===== config.mk =====
export PLATFORM = sky130hd
export DESIGN_NAME = modbus_rtu_frame_receiver_core
export DESIGN_NICKNAME = d
export VERILOG_FILES = /design/src/hdl/mrtu_pkg.sv /design/src/hdl/mrtu_in_reg.sv /design/src/hdl/mrtu_framer.sv /design/src/hdl/modbus_rtu_frame_receiver_core.sv
export SDC_FILE = /design/constraint.sdc
export NUM_CORES = 1
export LEC_CHECK = 0
export BUFFER_PORTS_ARGS = -buffer_cell sky130_fd_sc_hd__buf_2
export CAP_MARGIN = 30
export CORE_ASPECT_RATIO = 0.9
export CORE_MARGIN = 2
export CORE_UTILIZATION = 57
export CTS_BUF_LIST = sky130_fd_sc_hd__clkbuf_16
export DETAILED_ROUTE_END_ITERATION = 8
export GPL_TIMING_DRIVEN = 0
export HOLD_SLACK_MARGIN = 0.1
export PLACE_DENSITY = 0.85
export RECOVER_POWER = 25
export SLEW_MARGIN = 40
export SYNTH_ARGS = -nofsm -noshare
export SYNTH_HDL_FRONTEND = slang
export SYNTH_SLANG_ARGS = --single-unit

===== constraint.sdc =====
create_clock -name clk -period 6.9 [get_ports clk]
set_clock_uncertainty 0.2 [all_clocks]
set_input_delay 0 -clock clk [delete_from_list [all_inputs] [get_ports clk]]
set_output_delay 0 -clock clk [all_outputs]
set_load 0.02 [all_outputs]

===== src/hdl/mrtu_pkg.sv =====
// Shared types, constants and the CRC-16 byte update for the Modbus RTU frame receiver.
// Depends on nothing; every other file in hdl refers to it by scoped names.

package mrtu_pkg;

  localparam int unsigned CFG_W = 8;

  // Register indexes on the configuration port.
  localparam logic [1:0] CFG_HIGHEST_SLAVE = 2'd0;
  localparam logic [1:0] CFG_BROADCAST_ID  = 2'd1;
  localparam logic [1:0] CFG_BYTE_GAP      = 2'd2;
  localparam logic [1:0] CFG_QUIET         = 2'd3;

  localparam logic [7:0] RST_HIGHEST_SLAVE = 8'd3;
  localparam logic [7:0] RST_BROADCAST_ID  = 8'd0;
  localparam logic [7:0] RST_BYTE_GAP      = 8'd10;
  localparam logic [7:0] RST_QUIET         = 8'd3;

  localparam logic MODE_BYTE = 1'b0;
  localparam logic MODE_TICK = 1'b1;

  localparam logic [7:0]  FC_READ_HOLDING = 8'h03;
  localparam logic [7:0]  FC_WRITE_MULTI  = 8'h10;
  localparam logic [15:0] CRC_INIT        = 16'hFFFF;
  localparam logic [15:0] CRC_POLY        = 16'hA001;

  typedef enum logic [2:0] {
    ST_OK       = 3'd0,
    ST_CRC      = 3'd1,
    ST_NOT_US   = 3'd2,
    ST_ILL_FUNC = 3'd3,
    ST_TOO_LONG = 3'd4,
    ST_TIMEOUT  = 3'd5
  } status_t;

  typedef enum logic [1:0] {
    EXC_NONE     = 2'd0,
    EXC_ILL_FUNC = 2'd1,
    EXC_ILL_DATA = 2'd3
  } exc_t;

  typedef enum logic [1:0] {
    PH_IDLE   = 2'd0,
    PH_HEADER = 2'd1,
    PH_META   = 2'd2,
    PH_DATA   = 2'd3
  } phase_t;

  typedef struct packed {
    logic       mode;
    logic [7:0] rx_byte;
  } mrtu_in_t;

  typedef struct packed {
    logic [2:0]  status;
    logic [7:0]  slave_id;
    logic [7:0]  function_code;
    logic [15:0] start_address;
    logic [15:0] register_count;
    logic [7:0]  data_byte_count;
    logic [8:0]  frame_length;
    logic        send_exception;
    logic [1:0]  exc_code;
  } mrtu_out_t;

  typedef struct packed {
    logic [7:0] highest_slave_id;
    logic [7:0] broadcast_id;
    logic [7:0] byte_gap_ticks;
    logic [7:0] quiet_ticks;
  } mrtu_cfg_t;

  // One byte through the reflected CRC-16, eight shift steps unrolled.
  function automatic logic [15:0] crc16_feed(input logic [15:0] crc, input logic [7:0] b);
    logic [15:0] c;
    c = crc ^ {8'h00, b};
    for (int k = 0; k < 8; k++) begin
      c = c[0] ? ((c >> 1) ^ CRC_POLY) : (c >> 1);
    end
    return c;
  endfunction

endpackage


===== src/hdl/mrtu_in_reg.sv =====
// Input register stage: holds one accepted beat until the framer consumes it.
// Depends on mrtu_pkg for the input payload type.

module mrtu_in_reg (
  input  logic             clk,
  input  logic             rst_n,
  input  logic             in_valid,
  output logic             in_ready,
  input  mrtu_pkg::mrtu_in_t in_data,
  input  logic             take,
  output logic             vld,
  output mrtu_pkg::mrtu_in_t data
);

  logic               vld_r, vld_nxt;
  mrtu_pkg::mrtu_in_t data_r;

  // The slot frees up in the same cycle that its beat is consumed.
  assign in_ready = !vld_r || take;
  assign vld_nxt  = (in_valid && in_ready) ? 1'b1 : (take ? 1'b0 : vld_r);

  always_ff @(posedge clk) begin
    if (!rst_n) begin
      vld_r <= 1'b0;
    end else begin
      vld_r <= vld_nxt;
    end
  end

  always_ff @(posedge clk) begin
    if (in_valid && in_ready) begin
      data_r <= in_data;
    end
  end

  assign vld  = vld_r;
  assign data = data_r;

endmodule


===== src/hdl/mrtu_framer.sv =====
// Frame state machine: header capture, lagging CRC-16, length tracking and verdicts.
// Depends on mrtu_pkg for types, constants and the CRC byte update.

module mrtu_framer #(
  parameter int MAX_FRAME_BYTES = 256
) (
  input  logic                clk,
  input  logic                rst_n,
  input  mrtu_pkg::mrtu_cfg_t cfg,
  input  logic                fire,
  input  mrtu_pkg::mrtu_in_t  item,
  output logic                res_vld,
  output mrtu_pkg::mrtu_out_t res
);

  typedef struct packed {
    logic [7:0]  slave;
    logic [7:0]  func;
    logic [15:0] addr;
    logic [15:0] cnt;
    logic [7:0]  dbc;
  } hdr_t;

  mrtu_pkg::phase_t phase_r, phase_nxt, eff_phase;
  logic [8:0]       left_r, left_nxt, eff_left, left_dec;
  logic [8:0]       idx_r, idx_nxt, eff_idx;
  logic [15:0]      crc_r, crc_nxt, eff_crc, crc_fed;
  logic [15:0]      last_r, last_nxt, eff_last;
  hdr_t             hdr_r, hdr_nxt, eff_hdr;
  logic [7:0]       idle_r, idle_nxt, idle_inc;
  logic             disc_r, disc_nxt;
  logic             start;
  logic [8:0]       due;
  logic             crc_good;
  mrtu_pkg::status_t st;
  logic             send;
  mrtu_pkg::exc_t   exc;

  // A byte arriving while idle opens a fresh frame.
  assign start     = (phase_r == mrtu_pkg::PH_IDLE);
  assign eff_phase = start ? mrtu_pkg::PH_HEADER : phase_r;
  assign eff_left  = start ? 9'd2 : left_r;
  assign eff_idx   = start ? 9'd0 : idx_r;
  assign eff_crc   = start ? mrtu_pkg::CRC_INIT : crc_r;
  assign eff_last  = start ? 16'h0000 : last_r;
  assign eff_hdr   = start ? hdr_t'('0) : hdr_r;
  assign crc_fed   = mrtu_pkg::crc16_feed(eff_crc, eff_last[15:8]);
  assign idle_inc  = (idle_r != 8'hFF) ? idle_r + 8'd1 : idle_r;
  assign left_dec  = (eff_left != 9'd0) ? eff_left - 9'd1 : 9'd0;

  always_comb begin
    phase_nxt = phase_r;
    left_nxt  = left_r;
    idx_nxt   = idx_r;
    crc_nxt   = crc_r;
    last_nxt  = last_r;
    hdr_nxt   = hdr_r;
    idle_nxt  = idle_r;
    disc_nxt  = disc_r;
    res_vld   = 1'b0;
    st        = mrtu_pkg::ST_OK;
    send      = 1'b0;
    exc       = mrtu_pkg::EXC_NONE;
    due       = 9'd2;
    crc_good  = 1'b0;
    if (fire) begin
      if (item.mode == mrtu_pkg::MODE_TICK) begin
        idle_nxt = idle_inc;
        if (disc_r) begin
          if (idle_inc >= cfg.quiet_ticks) begin
            disc_nxt  = 1'b0;
            idle_nxt  = 8'd0;
            phase_nxt = mrtu_pkg::PH_IDLE;
            left_nxt  = 9'd0;
          end
        end else if (phase_r != mrtu_pkg::PH_IDLE && idle_inc >= cfg.byte_gap_ticks) begin
          res_vld   = 1'b1;
          st        = mrtu_pkg::ST_TIMEOUT;
          idle_nxt  = 8'd0;
          phase_nxt = mrtu_pkg::PH_IDLE;
          left_nxt  = 9'd0;
        end
      end else begin
        idle_nxt = 8'd0;
        if (!disc_r) begin
          // The CRC trails by two bytes so the CRC field itself is never folded in.
          crc_nxt  = (eff_idx >= 9'd2) ? crc_fed : eff_crc;
          last_nxt = {eff_last[7:0], item.rx_byte};
          hdr_nxt  = eff_hdr;
          if (eff_phase != mrtu_pkg::PH_DATA) begin
            unique case (eff_idx)
              9'd0: hdr_nxt.slave     = item.rx_byte;
              9'd1: hdr_nxt.func      = item.rx_byte;
              9'd2: hdr_nxt.addr[15:8] = item.rx_byte;
              9'd3: hdr_nxt.addr[7:0]  = item.rx_byte;
              9'd4: hdr_nxt.cnt[15:8]  = item.rx_byte;
              9'd5: hdr_nxt.cnt[7:0]   = item.rx_byte;
              9'd6: hdr_nxt.dbc       = item.rx_byte;
              default: ;
            endcase
          end
          idx_nxt   = eff_idx + 9'd1;
          left_nxt  = left_dec;
          phase_nxt = eff_phase;
          if (left_dec == 9'd0) begin
            unique case (eff_phase)
              mrtu_pkg::PH_HEADER: begin
                if (hdr_nxt.slave > cfg.highest_slave_id &&
                    hdr_nxt.slave != cfg.broadcast_id) begin
                  res_vld   = 1'b1;
                  st        = mrtu_pkg::ST_NOT_US;
                  phase_nxt = mrtu_pkg::PH_IDLE;
                  disc_nxt  = 1'b1;
                end else if (hdr_nxt.func == mrtu_pkg::FC_READ_HOLDING) begin
                  left_nxt  = 9'd4;
                  phase_nxt = mrtu_pkg::PH_META;
                end else if (hdr_nxt.func == mrtu_pkg::FC_WRITE_MULTI) begin
                  left_nxt  = 9'd5;
                  phase_nxt = mrtu_pkg::PH_META;
                end else begin
                  res_vld   = 1'b1;
                  st        = mrtu_pkg::ST_ILL_FUNC;
                  send      = 1'b1;
                  exc       = mrtu_pkg::EXC_ILL_FUNC;
                  phase_nxt = mrtu_pkg::PH_IDLE;
                  disc_nxt  = 1'b1;
                end
              end
              mrtu_pkg::PH_META: begin
                if (hdr_nxt.func == mrtu_pkg::FC_WRITE_MULTI) begin
                  due = 9'd2 + {1'b0, hdr_nxt.dbc};
                end
                if ({1'b0, idx_nxt} + {1'b0, due} > 10'(MAX_FRAME_BYTES)) begin
                  res_vld   = 1'b1;
                  st        = mrtu_pkg::ST_TOO_LONG;
                  send      = 1'b1;
                  exc       = mrtu_pkg::EXC_ILL_DATA;
                  phase_nxt = mrtu_pkg::PH_IDLE;
                  left_nxt  = 9'd0;
                  disc_nxt  = 1'b1;
                end else begin
                  left_nxt  = due;
                  phase_nxt = mrtu_pkg::PH_DATA;
                end
              end
              mrtu_pkg::PH_DATA: begin
                // The CRC travels low byte first.
                crc_good  = (crc_nxt[7:0] == last_nxt[15:8]) &&
                            (crc_nxt[15:8] == last_nxt[7:0]);
                res_vld   = 1'b1;
                st        = crc_good ? mrtu_pkg::ST_OK : mrtu_pkg::ST_CRC;
                phase_nxt = mrtu_pkg::PH_IDLE;
              end
              mrtu_pkg::PH_IDLE: ;
            endcase
          end
        end
      end
    end
    res.status          = st;
    res.slave_id        = hdr_nxt.slave;
    res.function_code   = hdr_nxt.func;
    res.start_address   = hdr_nxt.addr;
    res.register_count  = hdr_nxt.cnt;
    res.data_byte_count = hdr_nxt.dbc;
    res.frame_length    = idx_nxt;
    res.send_exception  = send;
    res.exc_code        = exc;
  end

  always_ff @(posedge clk) begin
    if (!rst_n) begin
      phase_r <= mrtu_pkg::PH_IDLE;
      left_r  <= 9'd0;
      idx_r   <= 9'd0;
      crc_r   <= mrtu_pkg::CRC_INIT;
      last_r  <= 16'h0000;
      hdr_r   <= '0;
      idle_r  <= 8'd0;
      disc_r  <= 1'b0;
    end else begin
      phase_r <= phase_nxt;
      left_r  <= left_nxt;
      idx_r   <= idx_nxt;
      crc_r   <= crc_nxt;
      last_r  <= last_nxt;
      hdr_r   <= hdr_nxt;
      idle_r  <= idle_nxt;
      disc_r  <= disc_nxt;
    end
  end

  // Discarding only ever happens between frames.
  a_disc_idle: assert property (@(posedge clk) disable iff (!rst_n)
    disc_r |-> (phase_r == mrtu_pkg::PH_IDLE))
    else $error("discarding while a frame is open");

  // An open frame always has bytes still due; an idle one has none.
  a_left_phase: assert property (@(posedge clk) disable iff (!rst_n)
    (phase_r == mrtu_pkg::PH_IDLE) == (left_r == 9'd0))
    else $error("bytes_left disagrees with phase");

  // Every verdict closes the frame.
  a_verdict_closes: assert property (@(posedge clk) disable iff (!rst_n)
    res_vld |=> (phase_r == mrtu_pkg::PH_IDLE))
    else $error("frame still open after a verdict");

  // The length check keeps the frame within its limit.
  a_len_bound: assert property (@(posedge clk) disable iff (!rst_n)
    {1'b0, idx_r} <= 10'(MAX_FRAME_BYTES))
    else $error("frame longer than the limit");

endmodule


===== src/hdl/modbus_rtu_frame_receiver_core.sv =====
// Top level of the Modbus RTU frame receiver: configuration registers, result register.
// Depends on mrtu_pkg, mrtu_in_reg and mrtu_framer.
//
//   Channel   Direction  Handshake              Payload
//   in_*      input      in_valid / in_ready    mrtu_pkg::mrtu_in_t  (byte or idle tick)
//   out_*     output     out_valid / out_ready  mrtu_pkg::mrtu_out_t (one verdict per frame)
//   cfg_*     input      cfg_we                 cfg_index selects, cfg_wdata is the value
//
// One beat is accepted every cycle while the result side keeps up; a verdict is
// registered twice on its way out: the beat is held in the input register, the framer
// works from it and loads the verdict into the result register.
// The rate is set by the single pass through the framer, whose CRC update is eight
// unrolled shift steps. Synchronous active-low reset returns the registers to their
// reset values and the framer to idle; no clearing pass follows. While a verdict waits
// in the result register, one more beat is taken into the input register and held there
// until the verdict drains; until then in_ready stays low.

module modbus_rtu_frame_receiver_core #(
  parameter int MAX_FRAME_BYTES = 256
) (
  input  logic                clk,
  input  logic                rst_n,
  input  logic                in_valid,
  output logic                in_ready,
  input  mrtu_pkg::mrtu_in_t  in_data,
  output logic                out_valid,
  input  logic                out_ready,
  output mrtu_pkg::mrtu_out_t out_data,
  input  logic                cfg_we,
  input  logic [1:0]          cfg_index,
  input  logic [mrtu_pkg::CFG_W-1:0] cfg_wdata
);

  mrtu_pkg::mrtu_cfg_t cfg_r, cfg_nxt;
  logic                item_vld;
  mrtu_pkg::mrtu_in_t  item;
  logic                fire;
  logic                res_vld;
  mrtu_pkg::mrtu_out_t res;
  logic                out_valid_r, out_valid_nxt;
  mrtu_pkg::mrtu_out_t out_data_r;

  // Configuration registers; a write lands at every edge where cfg_we is high.
  always_comb begin
    cfg_nxt = cfg_r;
    if (cfg_we) begin
      unique case (cfg_index)
        mrtu_pkg::CFG_HIGHEST_SLAVE: cfg_nxt.highest_slave_id = cfg_wdata;
        mrtu_pkg::CFG_BROADCAST_ID:  cfg_nxt.broadcast_id     = cfg_wdata;
        mrtu_pkg::CFG_BYTE_GAP:      cfg_nxt.byte_gap_ticks   = cfg_wdata;
        mrtu_pkg::CFG_QUIET:         cfg_nxt.quiet_ticks      = cfg_wdata;
      endcase
    end
  end

  always_ff @(posedge clk) begin
    if (!rst_n) begin
      cfg_r.highest_slave_id <= mrtu_pkg::RST_HIGHEST_SLAVE;
      cfg_r.broadcast_id     <= mrtu_pkg::RST_BROADCAST_ID;
      cfg_r.byte_gap_ticks   <= mrtu_pkg::RST_BYTE_GAP;
      cfg_r.quiet_ticks      <= mrtu_pkg::RST_QUIET;
    end else begin
      cfg_r <= cfg_nxt;
    end
  end

  mrtu_in_reg u_in_reg (
    .clk      (clk),
    .rst_n    (rst_n),
    .in_valid (in_valid),
    .in_ready (in_ready),
    .in_data  (in_data),
    .take     (fire),
    .vld      (item_vld),
    .data     (item)
  );

  // A held beat is processed whenever the result register has room for a verdict,
  // that is when it is empty or being drained in this cycle.
  assign fire = item_vld && (!out_valid_r || out_ready);

  mrtu_framer #(
    .MAX_FRAME_BYTES (MAX_FRAME_BYTES)
  ) u_framer (
    .clk     (clk),
    .rst_n   (rst_n),
    .cfg     (cfg_r),
    .fire    (fire),
    .item    (item),
    .res_vld (res_vld),
    .res     (res)
  );

  // Result register decouples the framer from a stalled consumer.
  always_comb begin
    out_valid_nxt = out_valid_r;
    if (fire && res_vld) begin
      out_valid_nxt = 1'b1;
    end else if (out_ready) begin
      out_valid_nxt = 1'b0;
    end
  end

  always_ff @(posedge clk) begin
    if (!rst_n) begin
      out_valid_r <= 1'b0;
    end else begin
      out_valid_r <= out_valid_nxt;
    end
  end

  always_ff @(posedge clk) begin
    if (fire && res_vld) begin
      out_data_r <= res;
    end
  end

  assign out_valid = out_valid_r;
  assign out_data  = out_data_r;

endmodule


==> metrics.md, run 1 <==
| Metric | Value |
|---|---|
| Post-Synthesis Net Count | 1274 |
| Wire length of the first global-routing pass | 52300 µm |
| CTS Buffer Depth | 3 |
| Cell count after synthesis | 1214 |
| Kind of start point of the critical path | flip-flop |
| Hold WC Path Type | input pin to flip-flop |
| Number of hold violations in the final report | 0 |
| Synth Register Bits | 230 |
| Most common cell type on the critical path | sky130_fd_sc_hd__clkbuf_1 |
| Placed cell areas | 0.0122 mm² |
| Vertical die dimension | 138 µm |
| Slew headroom | 36.2% |
| Max-cap violation count | 0 |
| Final Cell Area | 0.0134 mm² |
| Fraction of the cycle the final worst path needs | 96.6% |
| Proportion of register bits with asynchronous set or reset after synthesis | 0% |
| Slew Limit Fails | 0 |
| GR Util met3 | 5.28% |
| Routed wire length | 34100 µm |
| Antenna cells | 0 |
| Final hold slack | ~0.13 ns |
| Met1 global-route usage | about two fifths |
| H-tree levels | 1 |
| First-pass iteration count of the detailed router | 5 |
| Fin crit period | 6.67 ns |
| Core Box Area | 0.0193 mm² |
| Total half-perimeter wirelength after legalization and detailed placement | 22200 µm |
| Routability Congestion | roughly 0.94 |
| Summed instance area of the synthesized netlist | 0.0114 mm² |
| Outcome | completed |
| Maximum number of pins on one net before global-route repair | 44 |
| Crit path DAT | 6.66 ns |
| Total CTS buffers | 24 |
| Kind of cell adding the most delay to the critical path | buffers and inverters |
| Congestion Overflow GR | 0 |
| Initial antenna violation count | 0 |
| Drt drc | 0 |
| Dominant register cell in the synthesized netlist | sky130_fd_sc_hd__dfxtp_1 |
| Lkg Pwr | 5.05 nW |
| Highest cell delay on the worst timing path | 0.53 ns |
| Share of cells above drive strength 1 | 7.35% |
| Most frequent standard cell in the layout excluding fill and tap cells | sky130_fd_sc_hd__nand2_1 |
| Top fanout value on the critical path | 43 |
| Remaining antenna violation count after routing | 0 |
| Total Negative Setup Slacks | 0 ns |
| Number of top-level pins | 97 |
| Layout area overhead | 17.9% |
| Total number of nets in the final design | 1443 |
| Power Dens Cells | 223 mW/mm² |
| CTS tree | built |
| Unrepaired setup endpoints after global routing | false |
| Final setup viols | 0 |
| Violation count after the first detailed-route iteration | 1182 |
| Clock sink count | 230 |
| Proportion of synthesized chip area in sequential cells | between 40% and 50% |
| Achievable Freq | 0.150 GHz |
| Unique masters post-synth | 74 |
| Library cell used as clock root buffer | sky130_fd_sc_hd__clkbuf_16 |
| Overall die area | 0.0211 mm² |
| Number of global-route vias before repair | 9933 |
| Cell with the largest stage delay on the worst path | sky130_fd_sc_hd__clkbuf_1 |
| Setup crit end kind | flip-flop |
| Number of synthesized flops with an enable pin | 79 |
| Horizontal die dimension | 153 µm |
| Bufs and invs on worst path | 7 |
| Commonest non-fill, non-tap cells in the layout | sky130_fd_sc_hd__nand2_1, sky130_fd_sc_hd__dfxtp_1, sky130_fd_sc_hd__clkbuf_1 |
| Total via count after detailed routing | 10300 |
| Initial core utilization | 58.8% |
| Clk pin slew, worst setup/hold paths | 0.06 ns |
| Per-instance average area after synthesis | about 9.4 µm² |
| Average wire per standard cell | 20.6 µm |
| Least-Margin Pin Slew | roughly 0.95 ns |
| Max VDD drop | 0.274 mV |
| GR met2 Demand/Resource | 52.2% |
| Data required, critical path | roughly 7 ns |
| Ratio of routed vias to standard cells | 6.23 |
| Number of buffers inserted by port buffering | 95 |
| Busiest metal layer after global routing | met2 |
| Overall Global Routing Usage | 31.2% |
| Number of warnings printed during yosys synthesis | 0 |
| Kind of critical path | flip-flop to flip-flop |
| Critical Path, Cell by Cell | buf_2 -> or2_2 -> clkbuf_1 -> clkbuf_2 -> clkbuf_1 -> clkbuf_1 -> o21ai_0 -> inv_1 -> ha_1 -> a21o_1 -> a21oi_1 -> nor2b_1 -> o31ai_1 -> mux2i_1 -> o311a_1 -> o21ai_1 -> nand3_1 -> nand2_4 -> buf_12 |
| Skew-Pair Late Insertion Delay | 0.54 ns |
| Standard-cell row count | 48 |
-- synth_stat cells, types with 20 or more instances --
cell type	number	area (µm²)
sky130_fd_sc_hd__a21oi_1	88	440
sky130_fd_sc_hd__a22o_1	49	429
sky130_fd_sc_hd__and2_1	70	438
sky130_fd_sc_hd__clkbuf_1	55	206
sky130_fd_sc_hd__dfxtp_1	151	3020
sky130_fd_sc_hd__edfxtp_1	79	2370
sky130_fd_sc_hd__ha_1	35	438
sky130_fd_sc_hd__inv_1	50	188
sky130_fd_sc_hd__mux2i_1	22	220
sky130_fd_sc_hd__nand2_1	159	597
sky130_fd_sc_hd__nand3_1	30	150
sky130_fd_sc_hd__nor2_1	85	319
sky130_fd_sc_hd__o21ai_0	41	205
sky130_fd_sc_hd__xnor2_1	45	394
sky130_fd_sc_hd__xor2_1	20	175
-- stage by stage --
| step | power (mW) | setup slack, ns | cells | util (%) |
|---|---|---|---|---|
| floorplan | 1.59 | 0.619 | 1214 | - |
| global placement | 1.66 | -1.41 | 1559 | 62.9 |
| detailed placement | 1.66 | 0.377 | 1560 | 63.1 |
| CTS | 2.98 | 0.389 | 1651 | 69.7 |
| global route | 3.06 | 0.0545 | 1651 | 69.3 |
| finish | 3.00 | 0.233 | 1651 | 69.3 |
-- tightest hold or removal path, cell delays in order --
cell	delay (ns)
sky130_fd_sc_hd__dlygate4sd3_1	0.53
sky130_fd_sc_hd__buf_2	0.17
sky130_fd_sc_hd__nand2_1	0.07
sky130_fd_sc_hd__a21oi_1	0.05
-- metal layers --
layer  vias to the layer above  share of wire [%]
li1                       4659                  -
met3                       109                 11
met4                         0                4.0
met2                       676                 46
met5                         -                  0
met1                      4844                 39
-- kinds of logic (layout without fill, tap and decap cells) --
group / count (synthesis) / in the layout / share of synthesized area [%]
and+or+nand+nor: 445 / 445 / 19.4
AOI/OAI and AO/OA: 286 / 286 / 16.8
DFF: 230 / 230 / 47.5
buffers and inverters: 119 / 306 / 4.05
xor gates and xnor gates: 68 / 68 / 5.61
adders and majority gates: 36 / 36 / 4.03
muxes: 30 / 30 / 2.73
-- power by group --
part / switching [mW] / total, mW / internal [mW]
sequential: 0.0167 / 1.43 / 1.42
clock: 0.563 / 1.32 / 0.761
combinational: 0.159 / 0.239 / 0.0797
-- registers in the layout, summed over array words and instances (netlist names), 2 cells and up --
name and count:
cfg_r 32, out_data 70, u_framer.crc_r 16, u_framer.hdr_r 56, u_framer.idle_r 8, u_framer.idx_r 9
u_framer.last_r 16, u_framer.left_r 9, u_framer.phase_r 2, u_in_reg.data 9
-- area by class of cell --
type / count / area (µm²)
multi-input combinational: 865 / 5550
fill: 1465 / 5930
timing repair buffer: 143 / 873
tap: 250 / 313
clock inverter: 18 / 160
buffer: 69 / 277
sequential: 230 / 5400
inverter: 50 / 188
clock buffer: 26 / 651
-- final timing paths --
path / startpoint / end / slack, ns / cells past startpoint
setup / recovery: u_framer.phase_r[1] / out_data[49] / 0.23 / 19
setup reg to reg: u_framer.phase_r[1] / out_data[49] / 0.23 / 19
hold / removal: cfg_wdata[6] / cfg_r[14] / 0.13 / 4
hold reg to reg: cfg_r[14] / cfg_r[14] / 0.26 / 2
-- what timing repair did --
action                     4_1_cts  5_1_grt
resized for setup                0        2
hold endpoints to repair        94        0
setup buffers                    0        0
setup endpoints to repair        0       43
hold buffers                    47        0
Note: power is estimated with default switching activity, not from simulation.
==> run 2, diff against run 1 <==
Clock period 6.9 ns to 7.5 ns, I/O delays scaled along.
==> run 2 against run 1 <==
Compared with the run above:
- critical path depth stayed put
- register-to-register slack better by 0.44 ns
- largest power group unchanged
- global-route usage stayed put
- sequential power down 8%
- via count barely moved
- setup slack better by 0.44 ns
==> metrics.md, run 2 (same netlist as run 1, synthesis figures left out) <==
| Metric | Value |
|---|---|
| Outcome | completed |
| Highest cell delay on the worst timing path | roughly 0.56 ns |
| Most frequent standard cell in the layout excluding fill and tap cells | sky130_fd_sc_hd__nand2_1 |
| Maximum number of pins on one net before global-route repair | 44 |
| Final WS setup | 0.671 ns |
| Worst slack after detailed placement | around 0.98 ns |
| Ratio of routed vias to standard cells | between 6 and 7 |
| Kind of critical path | flip-flop to flip-flop |
| Fin crit period | approximately 6.8 ns |
| Number of global-route vias before repair | between 9000 and 10000 |
| Total number of nets in the final design | 1443 |
| Fraction of the cycle the final worst path needs | 91.1% |
| Horizontal die dimension | 153 µm |
| Non-filler instance count after layout | about 1700 |
| Standard-cell row count | 48 |
| Power Internal | 2.08 mW |
| First-pass iteration count of the detailed router | 6 |
| Met1 global-route usage | about two fifths |
| Antenna cells | 0 |
| Overall Global Routing Usage | a little under a third |
| Slew headroom | 36.7% |
| Least-Margin Pin Slew | 0.948 ns |
| Critical Path, Cell by Cell | buf_2 -> or2_2 -> clkbuf_1 -> clkbuf_1 -> clkbuf_1 -> clkbuf_1 -> o21ai_0 -> inv_1 -> ha_1 -> a21o_1 -> a21oi_1 -> nor2b_1 -> o31ai_1 -> mux2i_1 -> o311a_1 -> o21ai_1 -> nand3_1 -> nand2_4 -> buf_12 |
| Kind of cell adding the most delay to the critical path | buffers and inverters |
| Final Cell Area | between 0.01 and 0.015 mm² |
| Violation count after the first detailed-route iteration | 1177 |
| Wire length of the first global-routing pass | 52300 µm |
| CTS tree | built |
| Core Box Area | 0.0193 mm² |
| Routed wire length | 34100 µm |
| Reg-to-reg endpoint | out_data[49] |
| Setup crit end kind | flip-flop |
| Number of buffers inserted by port buffering | 95 |
| Overall die area | 0.0211 mm² |
| H-tree levels | 1 |
| Slew Limit Fails | 0 |
| Congestion Overflow GR | 0 |
| Drt drc | 0 |
| Critical Path Source | u_framer.phase_r[1] |
| Switching power of the nets | 0.680 mW |
| Total CTS buffers | 24 |
| Data required, critical path | 7.50 ns |
| Initial antenna violation count | 0 |
| Top fanout value on the critical path | 43 |
| Fill count | 1466 |
| Share of cells above drive strength 1 | around 7.3% |
| Skew-Pair Late Insertion Delay | 0.54 ns |
| Crit path DAT | 6.82 ns |
| Commonest non-fill, non-tap cells in the layout | sky130_fd_sc_hd__nand2_1, sky130_fd_sc_hd__dfxtp_1, sky130_fd_sc_hd__clkbuf_1 |
| Initial core utilization | 58.8% |
| Max-cap violation count | 0 |
| Busiest metal layer after global routing | met2 |
| Number of buffers added to fix hold violations after cts | 47 |
| Max VDD drop | roughly 0.25 mV |
| Library cell used as clock root buffer | sky130_fd_sc_hd__clkbuf_16 |
| Routability Congestion | 0.944 |
| Achievable Freq | 0.146 GHz |
| Total half-perimeter wirelength after legalization and detailed placement | 22200 µm |
| Layout area overhead | 17.9% |
| Post-layout total power | 2.75 mW |
| GR Util met3 | under 10% |
| Total Negative Setup Slacks | 0 ns |
| Average wire per standard cell | 20.6 µm |
| Portion of total power attributed to sequential cells | 47.8% |
| Kind of start point of the critical path | flip-flop |
| Logic gate share of total power | 8.0% |
| Bufs and invs on worst path | 7 |
| GR met2 Demand/Resource | a little over half |
| Lkg Pwr | 5.05 nW |
| Proportion of total power due to net switching | 24.7% |
| Number of top-level pins | 97 |
| Number of stages on the worst setup path | 19 |
| Most common cell type on the critical path | sky130_fd_sc_hd__clkbuf_1 |
| Number of hold violations in the final report | 0 |
| Vertical die dimension | 138 µm |
| Max FFs per register | 70 |
| Hold WC Path Type | input pin to flip-flop |
| Clock share of power | 44.2% |
| CTS Buffer Depth | 3 |
| Placed cell areas | 0.0122 mm² |
| Placed Cells | 1560 |
| Final setup viols | 0 |
| Post-CTS sizing | 0 |
| Reg-to-reg setup timing slack | 0.67 ns |
| Number of cells on the worst reg-to-reg path | 19 |
| Unrepaired setup endpoints after global routing | false |
| Startpoint of the worst register-to-register path | u_framer.phase_r[1] |
| Clock sink count | 230 |
| Remaining antenna violation count after routing | 0 |
| Worst setup path endpoint | out_data[49] |
| Total setup buffers inserted after CTS | 0 |
| Clk pin slew, worst setup/hold paths | 0.06 ns |
| Power Dens Cells | 205 mW/mm² |
| Cell with the largest stage delay on the worst path | sky130_fd_sc_hd__clkbuf_1 |
| Total via count after detailed routing | 10300 |
==> run 2: worst min path at each step <==
stage                     slack [ns]          endpoint          from  cells after the start
final                           0.13         cfg_r[14]  cfg_wdata[6]                      4
after global routing            0.15         cfg_r[15]  cfg_wdata[7]                      4
after CTS                       0.10         cfg_r[15]  cfg_wdata[7]                      4
after detailed placement       -0.02  u_in_reg.data[3]    in_data[3]                      1
after global placement         -0.02  u_in_reg.data[1]    in_data[1]                      1
after floorplan                -0.10  u_in_reg.data[0]    in_data[0]                      0
==> run 2: power by group through the flow <==
stage | Sequential [mW] | Combinational (mW) | Clock, mW
6_report | 1.32 | 0.220 | 1.22
3_5_place_dp | 1.34 | 0.186 | 0
4_1_cts | 1.32 | 0.206 | 1.22
2_1_floorplan | 1.34 | 0.116 | 0
5_1_grt | 1.32 | 0.231 | 1.27
3_3_place_gp | 1.34 | 0.180 | 0
==> run 2: worst register-to-register path, stage by stage (launching register included) <==
cell                       delay (ns)
sky130_fd_sc_hd__dfxtp_1         0.31
sky130_fd_sc_hd__buf_2           0.23
sky130_fd_sc_hd__or2_2           0.15
sky130_fd_sc_hd__clkbuf_1        0.52
sky130_fd_sc_hd__clkbuf_1        0.56
sky130_fd_sc_hd__clkbuf_1        0.50
sky130_fd_sc_hd__clkbuf_1        0.51
sky130_fd_sc_hd__o21ai_0         0.36
sky130_fd_sc_hd__inv_1           0.13
sky130_fd_sc_hd__ha_1            0.23
sky130_fd_sc_hd__a21o_1          0.17
sky130_fd_sc_hd__a21oi_1         0.23
sky130_fd_sc_hd__nor2b_1         0.12
sky130_fd_sc_hd__o31ai_1         0.41
sky130_fd_sc_hd__mux2i_1         0.15
sky130_fd_sc_hd__o311a_1         0.20
sky130_fd_sc_hd__o21ai_1         0.44
sky130_fd_sc_hd__nand3_1         0.28
sky130_fd_sc_hd__nand2_4         0.44
sky130_fd_sc_hd__buf_12          0.31
==> run 2: cell type report <==
| cell class | instances | area, µm² | share of cell area (%) |
|---|---|---|---|
| clock buffers | 26 | 651 | 4.85 |
| clock inverters | 18 | 160 | 1.19 |
| repair buffers | 143 | 873 | 6.51 |
| multi-input cells | 865 | 5550 | 41.4 |
| plain buffers | 69 | 275 | 2.05 |
| inverters | 50 | 188 | 1.40 |
| flip-flops and latches | 230 | 5400 | 40.2 |
| well taps | 250 | 313 | 2.33 |
==> run 2: per-stage QoR <==
stage / hold WS (ns) / util, %
after CTS: 0.103 / 69.7
after global routing: 0.146 / 69.3
after floorplan: -0.101 / -
after detailed placement: -0.0219 / 63.1
after global placement: -0.0215 / 62.9
final: 0.133 / 69.3
==> run 2: layer usage <==
| layer | up-vias | routed length [µm] | part of all wire [%] |
|---|---|---|---|
| li1 | 4657 | - | - |
| met1 | 4830 | 13200 | 39 |
| met2 | 685 | 15800 | 46 |
| met3 | 106 | 3780 | 11 |
| met4 | 0 | 1300 | 3.8 |
| met5 | - | 0 | 0 |
==> run 3, diff against run 2 <==
Settings changed: CORE_UTILIZATION 57 to 54, PLACE_DENSITY 0.85 to 0.84.
Clock period 7.5 ns to 5.93 ns, I/O delays scaled along.
==> run 3 against run 2 <==
Compared with the run above:
- worst hold slack worse by 0.017 ns
- global-route usage fell by 1.6 points
- final cell count is 2.1% higher
- largest power group unchanged
- highest routed layer unchanged
==> metrics.md, run 3 (same netlist as run 1, synthesis figures left out) <==
| Metric | Value |
|---|---|
| Total CTS buffers | 24 |
| Core Box Area | 0.0207 mm² |
| Library cell used as clock root buffer | sky130_fd_sc_hd__clkbuf_16 |
| Portion of total power attributed to sequential cells | 47.4% |
| Remaining antenna violation count after routing | 0 |
| Average wire per standard cell | between 15 and 20 µm |
| Skew-Pair Late Insertion Delay | 0.54 ns |
| Commonest non-fill, non-tap cells in the layout | sky130_fd_sc_hd__nand2_1, sky130_fd_sc_hd__dfxtp_1, sky130_fd_sc_hd__clkbuf_1 |
| First-pass iteration count of the detailed router | 6 |
| Most frequent standard cell in the layout excluding fill and tap cells | sky130_fd_sc_hd__nand2_1 |
| Number of hold violations in the final report | 0 |
| Ratio of routed vias to standard cells | 5.99 |
| CTS Buffer Depth | 3 |
| Total via count after detailed routing | 10100 |
| Routability Congestion | 0.993 |
| Worst slack after detailed placement | -0.630 ns |
| Clock share of power | roughly 45% |
| Slew Limit Fails | 0 |
| CTS tree | built |
| Achievable Freq | 0.178 GHz |
| Lkg Pwr | roughly 5.1 nW |
| Vertical die dimension | approximately 140 µm |
| Amount of wire on met2 after detailed routing | 14900 µm |
| Total number of nets in the final design | 1441 |
| Number of buffers inserted by port buffering | 95 |
| Fraction of the core area covered by cells at the end of the flow | roughly two thirds |
| Kind of start point of the critical path | flip-flop |
| Outcome | completed |
| Max FFs per register | 70 |
| Top fanout value on the critical path | 10 |
| Data required, critical path | 6.16 ns |
| Number of global-route vias before repair | between 9000 and 10000 |
| Clock sink count | 230 |
| Violation count after the first detailed-route iteration | 1066 |
| Power Dens Cells | 261 mW/mm² |
| Total Negative Setup Slacks | 0 ns |
| Overall die area | ~0.022 mm² |
| Highest metal layer with signal wires | met4 |
| Total half-perimeter wirelength after legalization and detailed placement | 22100 µm |
| Slew headroom | a little under two fifths |
| Standard-cell row count | 50 |
| Fraction of the cycle the final worst path needs | 95.0% |
| Congestion Overflow GR | 0 |
| Unrepaired setup endpoints after global routing | false |
| Final WS setup | 0.298 ns |
| Power Internal | 2.68 mW |
| Initial antenna violation count | 0 |
| Routed wire length | 33300 µm |
| Wire length on met3 | between 3000 and 4000 µm |
| Logic gate share of total power | 7.7% |
| DRT met1 WL | 13700 µm |
| Fin crit period | 5.63 ns |
| Max VDD drop | roughly 0.21 mV |
| Initial core utilization | 54.9% |
| Share of cells above drive strength 1 | 7.79% |
| Overall Global Routing Usage | 29.6% |
| Crit path DAT | between 5 and 6 ns |
| Wire length of the first global-routing pass | 51700 µm |
| Layout area overhead | 18.7% |
| Hold WC Path Type | input pin to flip-flop |
| Switching power of the nets | 0.841 mW |
| H-tree levels | 1 |
| Clk pin slew, worst setup/hold paths | around 0.06 ns |
| Number of top-level pins | 97 |
| Least-Margin Pin Slew | between 0.9 and 1 ns |
| Fill count | 1636 |
| Maximum number of pins on one net before global-route repair | 36 |
| Antenna cells | 0 |
| Final setup viols | 0 |
| Setup crit end kind | flip-flop |
| Kind of critical path | flip-flop to flip-flop |
| Max-cap violation count | 0 |
| Proportion of total power due to net switching | between 20% and 30% |
| Horizontal die dimension | 157 µm |
| Drt drc | 0 |
run 3: power by group through the flow:
stage / combinational [mW] / clock, mW / sequential [mW]
after floorplan: 0.147 / 0 / 1.70
after global placement: 0.229 / 0 / 1.70
after detailed placement: 0.235 / 0 / 1.70
after CTS: 0.258 / 1.58 / 1.67
after global routing: 0.287 / 1.65 / 1.67
final: 0.270 / 1.58 / 1.67
run 3: stage by stage:
stage | total power, mW | hold slack (ns) | instance area (µm²) | instances
floorplan | 1.85 | -0.101 | 11400 | 1214
global placement | 1.93 | -0.0234 | 12200 | 1595
detailed placement | 1.93 | -0.0219 | 12200 | 1595
CTS | 3.51 | 0.107 | 13500 | 1683
global route | 3.61 | 0.141 | 13500 | 1685
finish | 3.52 | 0.116 | 13500 | 1685
run 3: cell type report:
| type | count | area (µm²) | share of cell area, % |
|---|---|---|---|
| Buffer | 69 | 278 | 2.06 |
| Clock buffer | 25 | 626 | 4.63 |
| Clock inverter | 19 | 199 | 1.47 |
| Inverter | 50 | 188 | 1.39 |
| Multi-Input combinational cell | 867 | 5630 | 41.7 |
| Sequential cell | 230 | 5400 | 40.0 |
| Tap cell | 286 | 358 | 2.65 |
| Timing Repair Buffer | 139 | 822 | 6.09 |
run 3: repair_timing:
item	in CTS	in global routing
pin swaps	1	2
hold endpoints to repair	93	0
hold buffers	43	0
cloned	1	1
gates resized for setup	6	6
buffers inserted	0	1
endpoints found under the setup margin	80	75
run 3: critical path, stage by stage (launching register included):
cell and delay, ns:
sky130_fd_sc_hd__dfxtp_1 0.30, sky130_fd_sc_hd__buf_2 0.27, sky130_fd_sc_hd__or2_2 0.16, sky130_fd_sc_hd__clkbuf_1 0.40, sky130_fd_sc_hd__clkbuf_2 0.35, sky130_fd_sc_hd__clkbuf_2 0.32
sky130_fd_sc_hd__clkbuf_2 0.34, sky130_fd_sc_hd__a21oi_1 0.11, sky130_fd_sc_hd__a211oi_1 0.45, sky130_fd_sc_hd__ha_1 0.35, sky130_fd_sc_hd__o21ai_0 0.12, sky130_fd_sc_hd__a21boi_1 0.17
sky130_fd_sc_hd__o211a_1 0.24, sky130_fd_sc_hd__or2_2 0.30, sky130_fd_sc_hd__a211oi_4 0.40, sky130_fd_sc_hd__o21ai_4 0.18, sky130_fd_sc_hd__or4b_1 0.58, sky130_fd_sc_hd__a311oi_2 0.27
run 3: per-layer routing:
layer,up-vias,GRT usage (%)
met5,-,0
met2,571,48.2
met3,132,4.61
met1,4739,39.8
li1,4651,-
met4,0,11.6
run 3: worst paths after layout:
kind / from / end / slack (ns) / cells after the start
setup / recovery: u_framer.phase_r[1] / u_framer.left_r[8] / 0.30 / 17
hold / removal: cfg_wdata[2] / cfg_r[10] / 0.12 / 4
setup reg to reg: u_framer.phase_r[1] / u_framer.left_r[8] / 0.30 / 17
hold reg to reg: cfg_r[4] / cfg_r[4] / 0.26 / 2
